--- src/ats_pkg.sv ---
// package for the alert tone sequencer: request and result types, codes,
// and tone timing constants derived from the sample rate
`timescale 1ns / 1ps
`default_nettype none

package ats_pkg;

  localparam int SAMPLE_RATE_HZ = 50000;

  // action codes
  localparam logic [1:0] ACT_TICK = 2'd0;
  localparam logic [1:0] ACT_PLAY = 2'd1;
  localparam logic [1:0] ACT_STOP = 2'd2;

  // sound codes
  localparam logic [1:0] SND_SUCCESS = 2'd0;
  localparam logic [1:0] SND_FAILURE = 2'd1;
  localparam logic [1:0] SND_SIREN   = 2'd2;

  // register indexes
  localparam int            REG_IDX_W      = 2;
  localparam logic [REG_IDX_W-1:0] REG_LOW_LEVEL  = 2'd0;
  localparam logic [REG_IDX_W-1:0] REG_HIGH_LEVEL = 2'd1;

  localparam logic [7:0] LOW_LEVEL_RESET  = 8'd30;
  localparam logic [7:0] HIGH_LEVEL_RESET = 8'd150;

  // half periods, never below one sample
  localparam int HALF_440_RAW = SAMPLE_RATE_HZ / (2 * 440);
  localparam int HALF_220_RAW = SAMPLE_RATE_HZ / (2 * 220);
  localparam int HALF_110_RAW = SAMPLE_RATE_HZ / (2 * 110);
  localparam int HALF_440_I   = (HALF_440_RAW == 0) ? 1 : HALF_440_RAW;
  localparam int HALF_220_I   = (HALF_220_RAW == 0) ? 1 : HALF_220_RAW;
  localparam int HALF_110_I   = (HALF_110_RAW == 0) ? 1 : HALF_110_RAW;

  // sound lengths in samples
  localparam int LEN_SUCCESS_I = SAMPLE_RATE_HZ / 2;
  localparam int LEN_FAILURE_I = 3 * SAMPLE_RATE_HZ / 2;
  localparam int LEN_SIREN_I   = SAMPLE_RATE_HZ;
  localparam int THIRD_I       = LEN_FAILURE_I / 3;
  localparam int SPLIT_I       = SAMPLE_RATE_HZ / 2;

  // phase of the 220 Hz tone where the siren changes pitch
  localparam int SPLIT_Q_I = SPLIT_I / HALF_220_I;
  localparam int SPLIT_R_I = SPLIT_I % HALF_220_I;

  localparam int IDX_W  = $clog2(LEN_FAILURE_I + 1);
  localparam int HALF_W = $clog2(HALF_110_I + 1);

  localparam logic [IDX_W-1:0]  LEN_SUCCESS = IDX_W'(LEN_SUCCESS_I);
  localparam logic [IDX_W-1:0]  LEN_FAILURE = IDX_W'(LEN_FAILURE_I);
  localparam logic [IDX_W-1:0]  LEN_SIREN   = IDX_W'(LEN_SIREN_I);
  localparam logic [IDX_W-1:0]  THIRD       = IDX_W'(THIRD_I);
  localparam logic [IDX_W-1:0]  TWO_THIRDS  = IDX_W'(2 * THIRD_I);
  localparam logic [IDX_W-1:0]  SPLIT       = IDX_W'(SPLIT_I);
  localparam logic [HALF_W-1:0] HALF_440    = HALF_W'(HALF_440_I);
  localparam logic [HALF_W-1:0] HALF_220    = HALF_W'(HALF_220_I);
  localparam logic [HALF_W-1:0] HALF_110    = HALF_W'(HALF_110_I);
  localparam logic [HALF_W-1:0] SPLIT_CNT   = HALF_W'(SPLIT_R_I);
  localparam logic              SPLIT_PHASE = ((SPLIT_Q_I % 2) == 1);

  typedef struct packed {
    logic [1:0] action;
    logic [1:0] sound;
  } ats_in_t;

  typedef struct packed {
    logic [7:0] level;
    logic       playing;
  } ats_out_t;

endpackage

`default_nettype wire

--- src/ats_tone.sv ---
// tone state and sample generation for the alert tone sequencer
// depends on ats_pkg
`timescale 1ns / 1ps
`default_nettype none

module ats_tone (
  input  wire logic             clk,
  input  wire logic             rst,
  input  wire logic             take,
  input  wire ats_pkg::ats_in_t req,
  input  wire logic [7:0]       low_level,
  input  wire logic [7:0]       high_level,
  output ats_pkg::ats_out_t     result
);
  import ats_pkg::*;

  logic [IDX_W-1:0]  sample_index, sample_index_next;
  logic [HALF_W-1:0] half_cnt, half_cnt_next;
  logic              phase, phase_next;
  logic [1:0]        current_sound, current_sound_next;
  logic              busy, busy_next;
  logic [7:0]        held_level, held_level_next;

  logic [HALF_W-1:0] half;
  logic [IDX_W-1:0]  len;
  logic [7:0]        amp;
  logic              silent;
  logic [7:0]        sample;
  logic [IDX_W-1:0]  idx_inc;
  logic [HALF_W:0]   cnt_inc;

  always_comb begin
    case (current_sound)
      SND_SUCCESS: begin
        half = HALF_440;
        len  = LEN_SUCCESS;
        amp  = low_level;
      end
      SND_FAILURE: begin
        half = HALF_220;
        len  = LEN_FAILURE;
        amp  = low_level;
      end
      default: begin
        half = (sample_index < SPLIT) ? HALF_110 : HALF_220;
        len  = LEN_SIREN;
        amp  = high_level;
      end
    endcase
    // middle third of the failure chime is silent
    silent  = (current_sound == SND_FAILURE) && (sample_index >= THIRD) &&
              (sample_index < TWO_THIRDS);
    sample  = (phase && !silent) ? amp : 8'd0;
    idx_inc = sample_index + IDX_W'(1);
    cnt_inc = {1'b0, half_cnt} + (HALF_W + 1)'(1);
  end

  always_comb begin
    sample_index_next  = sample_index;
    half_cnt_next      = half_cnt;
    phase_next         = phase;
    current_sound_next = current_sound;
    busy_next          = busy;
    held_level_next    = held_level;
    if (take) begin
      case (req.action)
        ACT_TICK: begin
          if (busy) begin
            held_level_next = sample;
            if (idx_inc >= len) begin
              sample_index_next = '0;
              half_cnt_next     = '0;
              phase_next        = 1'b0;
              busy_next         = (current_sound == SND_SIREN);
            end else begin
              sample_index_next = idx_inc;
              if ((current_sound == SND_SIREN) && (idx_inc == SPLIT)) begin
                // siren rises from 110 Hz to 220 Hz mid-way through its length
                half_cnt_next = SPLIT_CNT;
                phase_next    = SPLIT_PHASE;
              end else if (cnt_inc == {1'b0, half}) begin
                half_cnt_next = '0;
                phase_next    = !phase;
              end else begin
                half_cnt_next = cnt_inc[HALF_W-1:0];
              end
            end
          end
        end
        ACT_PLAY: begin
          if (!busy && (req.sound <= SND_SIREN)) begin
            sample_index_next  = '0;
            half_cnt_next      = '0;
            phase_next         = 1'b0;
            current_sound_next = req.sound;
            busy_next          = 1'b1;
          end
        end
        ACT_STOP: begin
          busy_next = 1'b0;
        end
        default: begin
        end
      endcase
    end
  end

  always_comb begin
    result.level   = held_level_next;
    result.playing = busy_next;
  end

  always_ff @(posedge clk) begin
    if (rst) begin
      sample_index  <= '0;
      half_cnt      <= '0;
      phase         <= 1'b0;
      current_sound <= SND_SUCCESS;
      busy          <= 1'b0;
      held_level    <= 8'd0;
    end else begin
      sample_index  <= sample_index_next;
      half_cnt      <= half_cnt_next;
      phase         <= phase_next;
      current_sound <= current_sound_next;
      busy          <= busy_next;
      held_level    <= held_level_next;
    end
  end

endmodule

`default_nettype wire

--- src/alert_tone_sequencer_unit.sv ---
// alert tone sequencer: one result per request, one request per cycle while the
// skid register is empty. a taken request's result goes to the output register,
// or to the skid register while the output holds a waiting result; stall on the
// output thus reaches the input only once the skid register is full.
// reset: tone state cleared, levels back to 30 and 150, output empty.
`timescale 1ns / 1ps
`default_nettype none

module alert_tone_sequencer_unit (
  input  wire logic                            clk,
  input  wire logic                            rst,
  input  wire logic                            in_valid,
  output logic                                 in_stall,
  input  wire ats_pkg::ats_in_t                in_data,
  output logic                                 out_valid,
  input  wire logic                            out_stall,
  output ats_pkg::ats_out_t                    out_data,
  input  wire logic                            cfg_valid,
  output logic                                 cfg_ready,
  input  wire logic [ats_pkg::REG_IDX_W-1:0]   cfg_index,
  input  wire logic [7:0]                      cfg_data
);
  import ats_pkg::*;

  logic [7:0] low_level;
  logic [7:0] high_level;
  logic       take;
  logic       pop;
  ats_out_t   result;
  ats_out_t   skid_data;
  logic       skid_valid;

  assign cfg_ready = 1'b1;
  assign in_stall  = skid_valid;
  assign take      = in_valid && !in_stall;
  assign pop       = out_valid && !out_stall;

  always_ff @(posedge clk) begin
    if (rst) begin
      low_level  <= LOW_LEVEL_RESET;
      high_level <= HIGH_LEVEL_RESET;
    end else if (cfg_valid && cfg_ready) begin
      case (cfg_index)
        REG_LOW_LEVEL:  low_level  <= cfg_data;
        REG_HIGH_LEVEL: high_level <= cfg_data;
        default: begin
        end
      endcase
    end
  end

  ats_tone u_tone (
    .clk        (clk),
    .rst        (rst),
    .take       (take),
    .req        (in_data),
    .low_level  (low_level),
    .high_level (high_level),
    .result     (result)
  );

  // output register with a skid stage behind it
  always_ff @(posedge clk) begin
    if (rst) begin
      out_valid  <= 1'b0;
      skid_valid <= 1'b0;
    end else if (skid_valid) begin
      if (pop) begin
        out_valid  <= 1'b1;
        skid_valid <= 1'b0;
      end
    end else if (take) begin
      if (!out_valid || pop) begin
        out_valid <= 1'b1;
      end else begin
        skid_valid <= 1'b1;
      end
    end else if (pop) begin
      out_valid <= 1'b0;
    end
  end

  always_ff @(posedge clk) begin
    if (skid_valid) begin
      if (pop) begin
        out_data <= skid_data;
      end
    end else if (take) begin
      if (!out_valid || pop) begin
        out_data <= result;
      end else begin
        skid_data <= result;
      end
    end
  end

endmodule

`default_nettype wire

--- config.mk ---
export PLATFORM = sky130hd
export DESIGN_NAME = alert_tone_sequencer_unit
export DESIGN_NICKNAME = d
export VERILOG_FILES = /design/src/ats_pkg.sv /design/src/ats_tone.sv /design/src/alert_tone_sequencer_unit.sv
export SDC_FILE = /design/constraint.sdc
export NUM_CORES = 1
export LEC_CHECK = 0
export BUFFER_PORTS_ARGS = -buffer_cell sky130_fd_sc_hd__buf_4
export CAP_MARGIN = 40
export CORE_MARGIN = 3
export CORE_UTILIZATION = 45
export DETAILED_ROUTE_END_ITERATION = 16
export HOLD_SLACK_MARGIN = 0.02
export SYNTH_ARGS = -nofsm -noshare
export SYNTH_HDL_FRONTEND = slang
export SYNTH_SLANG_ARGS = --single-unit
--- constraint.sdc ---
create_clock -name clk -period 3.4 [get_ports clk]
set_input_delay 0.51 -clock clk [delete_from_list [all_inputs] [get_ports clk]]
set_output_delay 0.51 -clock clk [all_outputs]
set_load 0.05 [all_outputs]
==> run_results.csv, run 1 <==
group,metric,value,unit
logic_synthesis,synth_top_area_frac,0.264,
place,portBuffers,29,
cells_and_area,fin_cells,592,
timing,fin_crit,3.16,ns
cells_and_area,final_core_util,0.527,
power,p_total,1.76,mW
clocking,cts_root_buffer,"clkbuf_8",
cells_and_area,drive_gt1_frac,0.186,
routing,route.detailed.drc,0,
critical_path,crit_path_end_kind,"register",
global_route,grt_max_degree,56,
global_route,top_usage_layer,"met1",
timing,worst_slew_pin_slew,0.588,ns
global_route,grt_pass1_vias,2970,
logic_synthesis,syn-cell-area,4170,um2
place,dp_cells,576,
place,hpwl,6.53,mm
clocking,hold_buffers,0,
global_route,grt_use_met3,0.0341,
logic_synthesis,avgSynthCellArea,9.27,um2
timing,timing.final.crit_share,0.931,
worst_hold_path,hold_path.class,"input pin to register",
timing,fmax,0.316,GHz
critical_path,critPathArrivalTime,3.44,ns
floorplanning,design.die.area,10500,um2
logic_synthesis,ys_types,65,
global_route,grt_first_pass_wirelength,14.8,mm
logic_synthesis,synthCells,450,
timing,worst_hold_slack,0.373,ns
cells_and_area,syn_to_final_growth,11.9,%
logic_synthesis,ys_seq_area_frac,0.394,
global_route,use_met1,0.276,
cells_and_area,nNetsFinal,514,
logic_synthesis,async_flop_share,0,
routing,num_vias,3292,
routing,routed_via_density,5.56,
run,cap_viol_max_count,0,
clocking,cts_buffers,9,
global_route,grt_use_met2,0.251,
timing,tns,0,ns
logic_synthesis,ys_ff_latch,73,
floorplanning,start_util,0.471,
clocking,htree_levels,3,
global_route,antenna_found_initial,0,
routing,drt_iter0_drc,199,
logic_synthesis,synth-edff-count,18,
logic_synthesis,ys.flop_type,"dfxtp_1",
logic_synthesis,yosysTopAreaCell,"dfxtp_1",
clocking,clk_latency,0.34,ns
outcome,status,"finished, final reports clean",
timing,setup_viol,0,
worst_hold_path,hold_depth,2,
routing,dr.pass1.iters,6,
global_route,grt_util_all_layers,0.180,
cells_and_area,n_antenna_cell,0,
floorplanning,ios,31,
clocking,cts.sinks,73,
critical_path,critical_path_required,3.67,ns
timing,finalHoldViolCount,0,
routing,wl_per_cell,15.2,um
critical_path,reg2reg_depth,12,
timing,drv_slew,0,
critical_path,critPathMaxFanout,6,
global_route,overflow,0,
clocking,cts_buffer_depth,2,
place,place.gp.congestion,0.917,
timing,slew_headroom,0.608,
critical_path,startpoint_type,"register",
routing,wl,9.01,mm
logic_synthesis,synth_area_leaders,"dfxtp_1 26%, edfxtp_1 13%, mux2i_1 5.0%, ha_1 4.8%, nor2_1 4.2%",
power,p_per_area,377,nW/um2
clocking,clk_pin_slew_worst_paths,0.09,ns
routing,ant_nets,0,
timing,finClkSkew,0.0136,ns
floorplanning,core_area,8850,um2
power,leakagePower,1.78,nW
clocking,cts_tree,"done",
logic_synthesis,ys_warn_count,0,
floorplanning,die_w,102,um
floorplanning,rows,34,
critical_path,crit_type,"register to register",
logic_synthesis,synth.net_count,485,
clocking,post_cts_buffers,0,
power,vdd_ir_drop_max,254,uV
floorplanning,fp.dieH,102,um
clocking,cts_resized,0,
==> cell usage after synthesis, types with 9 or more instances <==
cell       n
nor3_1     9
a22oi_1   12
xnor2_1   10
nor2_1    47
ha_1      16
a21oi_1   20
inv_1     14
nand2_1   36
nand3_1   17
edfxtp_1  18
o21ai_0   23
dfxtp_1   55
mux2i_1   21
nor2b_1   23
clkbuf_1  10
a211o_1   10
==> state kept, by name, indices dropped and copies added (netlist names), 2 cells and up <==
name and flops:
skid_data 9, low_level 8, u_tone.sample_index 17, u_tone.half_cnt 8, u_tone.held_level 8, high_level 8
u_tone.current_sound 2, out_data 9
==> stage by stage <==
step	setup slack [ns]	cell area [um2]
2_1_floorplan	0.315	4170
3_3_place_gp	0.114	4410
3_5_place_dp	0.104	4440
4_1_cts	0.102	4630
5_1_grt	-0.00966	4670
6_report	0.236	4670
==> cells in the final DEF, fill, tap and decap left out, types with 4 or more instances in the layout <==
master,instances
nand4_1,4
a21oi_1,20
xnor2_1,10
a211o_1,10
inv_1,14
a211oi_1,4
nor2_1,47
edfxtp_1,18
buf_4,43
dfxtp_2,7
o21ai_0,23
nor3_1,7
clkbuf_8,9
a31oi_1,4
ha_1,15
nand3_1,17
a22oi_1,12
mux2_2,8
xor2_1,7
and3_1,4
nand2_1,36
dfxtp_1,48
nand3b_1,7
nor2b_1,23
mux2i_1,21
o21ai_1,4
==> layout make-up <==
| type | instances | area, um2 |
|---|---|---|
| fillers | 824 | 4180 |
| multi-input cells | 336 | 2270 |
| flip-flops and latches | 73 | 1650 |
| repair buffers | 45 | 362 |
| well taps | 108 | 135 |
| clock buffers | 10 | 128 |
| clock inverters | 6 | 63.8 |
| inverters | 14 | 52.6 |
==> layer usage <==
layer / vias up / wire length, um
met5: - / 0
met4: 0 / 126
met3: 11 / 447
met2: 85 / 3780
met1: 1526 / 4660
li1: 1670 / -
==> worst max-delay path, stage by stage, from the launching register on <==
cell and delay [ns]:
dfxtp_2 0.39, ha_2 0.25, nand2_1 0.13, nor4_2 0.30, xor2_1 0.28, ha_1 0.30, a21o_1 0.18, a21o_1 0.17
a21oi_1 0.17, and4_1 0.29, nor3b_4 0.29, a21bo_1 0.25, a21oi_2 0.10
==> path summary, 6_finish.rpt <==
kind	end	from	slack, ns
worst max-delay path	u_tone.half_cnt[6]	u_tone.sample_index[1]	0.24
worst max register to register	u_tone.half_cnt[6]	u_tone.sample_index[1]	0.24
worst min register to register	high_level[2]	high_level[2]	0.47
worst min-delay path	low_level[2]	cfg_data[2]	0.37
==> cell families (layout without fill, tap and decap cells) <==
| kind of cell | after synthesis | in the layout | share of synthesized area |
|---|---|---|---|
| and+or+nand+nor | 176 | 176 | 0.231 |
| AOI/OAI and AO/OA | 96 | 96 | 0.151 |
| DFF | 73 | 73 | 0.394 |
| buffers and inverters | 41 | 75 | 0.0654 |
| muxes | 30 | 30 | 0.0747 |
| xor gates and xnor gates | 17 | 17 | 0.0357 |
| adders and majority gates | 16 | 16 | 0.0480 |
| other | 1 | 1 | 0.000899 |
==> where the power goes <==
group          internal [mW]  switching [mW]
Sequential             0.913          0.0112
Clock                  0.341           0.328
Combinational         0.0628           0.105
Power figures use the tool's default switching activity.
==> run 2, diff against run 1 <==
--- a/config.mk
+++ b/config.mk
@@ -7,7 +7,6 @@
 export LEC_CHECK = 0
 export BUFFER_PORTS_ARGS = -buffer_cell sky130_fd_sc_hd__buf_4
 export CAP_MARGIN = 40
-export CORE_MARGIN = 3
 export CORE_UTILIZATION = 45
 export DETAILED_ROUTE_END_ITERATION = 16
 export HOLD_SLACK_MARGIN = 0.02
==> run 2 against run 1 <==
- sequential cell count is the same
- final cell count is 1.0% higher
- worst setup slack got worse by 0.074 ns
- via count grew 1.2%
- cell area grew 0.35%
- critical path type unchanged
==> run_results.csv, run 2 (synthesis gave the netlist of run 1 again) <==
group,metric,value,unit
outcome,status,"finished, final reports clean",
floorplanning,fp.dieH,98.3,um
critical_path,crit_path_end_kind,"register",
timing,fmax,0.309,GHz
power,leakagePower,1.79,nW
clocking,hold_buffers,0,
routing,wl,9.40,mm
routing,routed_via_density,5.57,
place,hpwl,6.76,mm
global_route,antenna_found_initial,0,
cells_and_area,syn_to_final_growth,12.3,%
global_route,overflow,0,
clocking,cts_root_buffer,"clkbuf_8",
timing,finClkSkew,0.00940,ns
routing,wl_per_cell,15.7,um
global_route,grt_util_all_layers,0.205,
clocking,cts_buffers,9,
floorplanning,core_area,8850,um2
global_route,grt_pass1_vias,3193,
global_route,grt_first_pass_wirelength,15.6,mm
routing,route.detailed.drc,0,
critical_path,critPathArrivalTime,3.53,ns
clocking,cts_buffer_depth,2,
timing,tns,0,ns
place,placed_area,4480,um2
floorplanning,start_util,0.471,
cells_and_area,reg.largest.list,"u_tone.sample_index (17), out_data (9), skid_data (9)",
critical_path,startpoint_type,"register",
cells_and_area,largest_reg_flops,17,
clocking,htree_levels,3,
power,vdd_ir_drop_max,209,uV
cells_and_area,design_area,4680,um2
cells_and_area,drive_gt1_frac,0.192,
timing,setup_viol,0,
routing,ant_nets,0,
critical_path,path_cells,"ha_2 -> nand2_1 -> nor4_2 -> xor2_1 -> ha_1 -> a21o_1 -> a21o_1 -> a21oi_1 -> and4_1 -> nor3b_4 -> a21bo_1 -> a21oi_2",
critical_path,r2r_start,"u_tone.sample_index[1]",
critical_path,ff2ff_setup_slack,0.16,ns
critical_path,reg2reg_depth,12,
floorplanning,ios,31,
place,portBuffers,29,
global_route,grt_max_degree,56,
timing,fin_crit,3.24,ns
clocking,clk_latency,0.35,ns
worst_hold_path,worst_hold_path.endpoint,"low_level[3]",
cells_and_area,final_cell_mix,"51 x dfxtp_1, 50 x buf_4, 47 x nor2_1",
timing,drv_slew,0,
critical_path,critPathMaxFanout,6,
cells_and_area,largest_register,"u_tone.sample_index",
timing,timing.final.crit_share,0.952,
timing,finalHoldViolCount,0,
worst_hold_path,hold_depth,2,
clocking,cts_tree,"done",
routing,dr.pass1.iters,6,
timing,slew_headroom,0.601,
clocking,clk_pin_slew_worst_paths,0.08,ns
power,p_per_area,363,nW/um2
clocking,cts.sinks,73,
cells_and_area,nNetsFinal,520,
clocking,cts_resized,0,
worst_hold_path,hold_path.class,"input pin to register",
critical_path,r2r_end,"u_tone.half_cnt[6]",
critical_path,critPathSlowestCell,"dfxtp_2",
critical_path,crit_type,"register to register",
clocking,post_cts_buffers,0,
cells_and_area,n_antenna_cell,0,
place,place.gp.congestion,0.891,
routing,drt_iter0_drc,203,
routing,num_vias,3331,
timing,worst_slew_pin_slew,0.598,ns
cells_and_area,final_common_cell,"dfxtp_1",
floorplanning,rows,34,
critical_path,cp_slowest_stage_delay,0.39,ns
worst_hold_path,min_from,"cfg_data[3]",
floorplanning,die_w,98.3,um
run,cap_viol_max_count,0,
critical_path,cpMostUsedCell,"a21o_1",
critical_path,critical_path_required,3.69,ns
floorplanning,design.die.area,9660,um2
timing,rsz0062_at_grt,"no",
## run 2: cell count changes in the layout (fill, tap and decap cells not counted), moves of 2 or more
cell        delta
clkinvlp_4     +3
inv_4          -2
nor3_2         -2
buf_4          +7
dfxtp_2        -3
dfxtp_1        +3
## run 2: stage by stage
stage	instances	power, mW	hold WS (ns)	utilization	setup WS, ns
4_1_cts	598	1.72	0.358	0.525	0.0936
2_1_floorplan	450	1.05	0.435	-	0.315
3_5_place_dp	582	1.11	0.454	0.506	0.107
3_3_place_gp	580	1.11	0.442	0.503	0.262
5_1_grt	598	1.77	0.351	0.529	0.00750
6_report	598	1.70	0.368	0.529	0.162
## run 2: routing by layer
metal,vias to the layer above,part of all wire,global-route usage
met1,1562,0.51,0.298
li1,1677,-,-
met4,0,0.019,0.0769
met5,-,0,0
met2,79,0.42,0.298
met3,13,0.052,0.0422
## run 2: how the worst max path moves through the flow
stage / startpoint / to / slack, ns / depth (start not counted)
CTS: u_tone.sample_index[1] / out_data[0] / 0.09 / 12
floorplan: u_tone.sample_index[1] / u_tone.half_cnt[6] / 0.32 / 14
detailed placement: u_tone.sample_index[1] / out_data[0] / 0.11 / 12
global route: u_tone.sample_index[9] / u_tone.sample_index[11] / 0.008 / 13
finish: u_tone.sample_index[1] / u_tone.half_cnt[6] / 0.16 / 12
global placement: u_tone.sample_index[2] / u_tone.sample_index[11] / 0.26 / 13
## run 2: layout make-up
| type | instances | area (um2) |
|---|---|---|
| Clock buffer | 10 | 128 |
| Clock inverter | 6 | 43.8 |
| Fill cell | 868 | 4170 |
| Inverter | 14 | 52.6 |
| Multi-Input combinational cell | 336 | 2290 |
| Sequential cell | 73 | 1650 |
| Tap cell | 108 | 135 |
| Timing Repair Buffer | 51 | 390 |
## run 2: power by group
group | total [mW] | leakage [nW] | internal (mW) | switching, mW
registers | 0.924 | 0.611 | 0.913 | 0.0115
logic | 0.169 | 1.11 | 0.0630 | 0.106
clock network | 0.606 | 0.0749 | 0.266 | 0.340
## run 2: critical path, delay by kind of cell (launching register included)
family / cells / cell delay [ns]
compound gates: 5 / 0.89
xor+xnor: 1 / 0.29
fa+ha+maj: 2 / 0.56
flops: 1 / 0.39
simple gates: 4 / 1.04
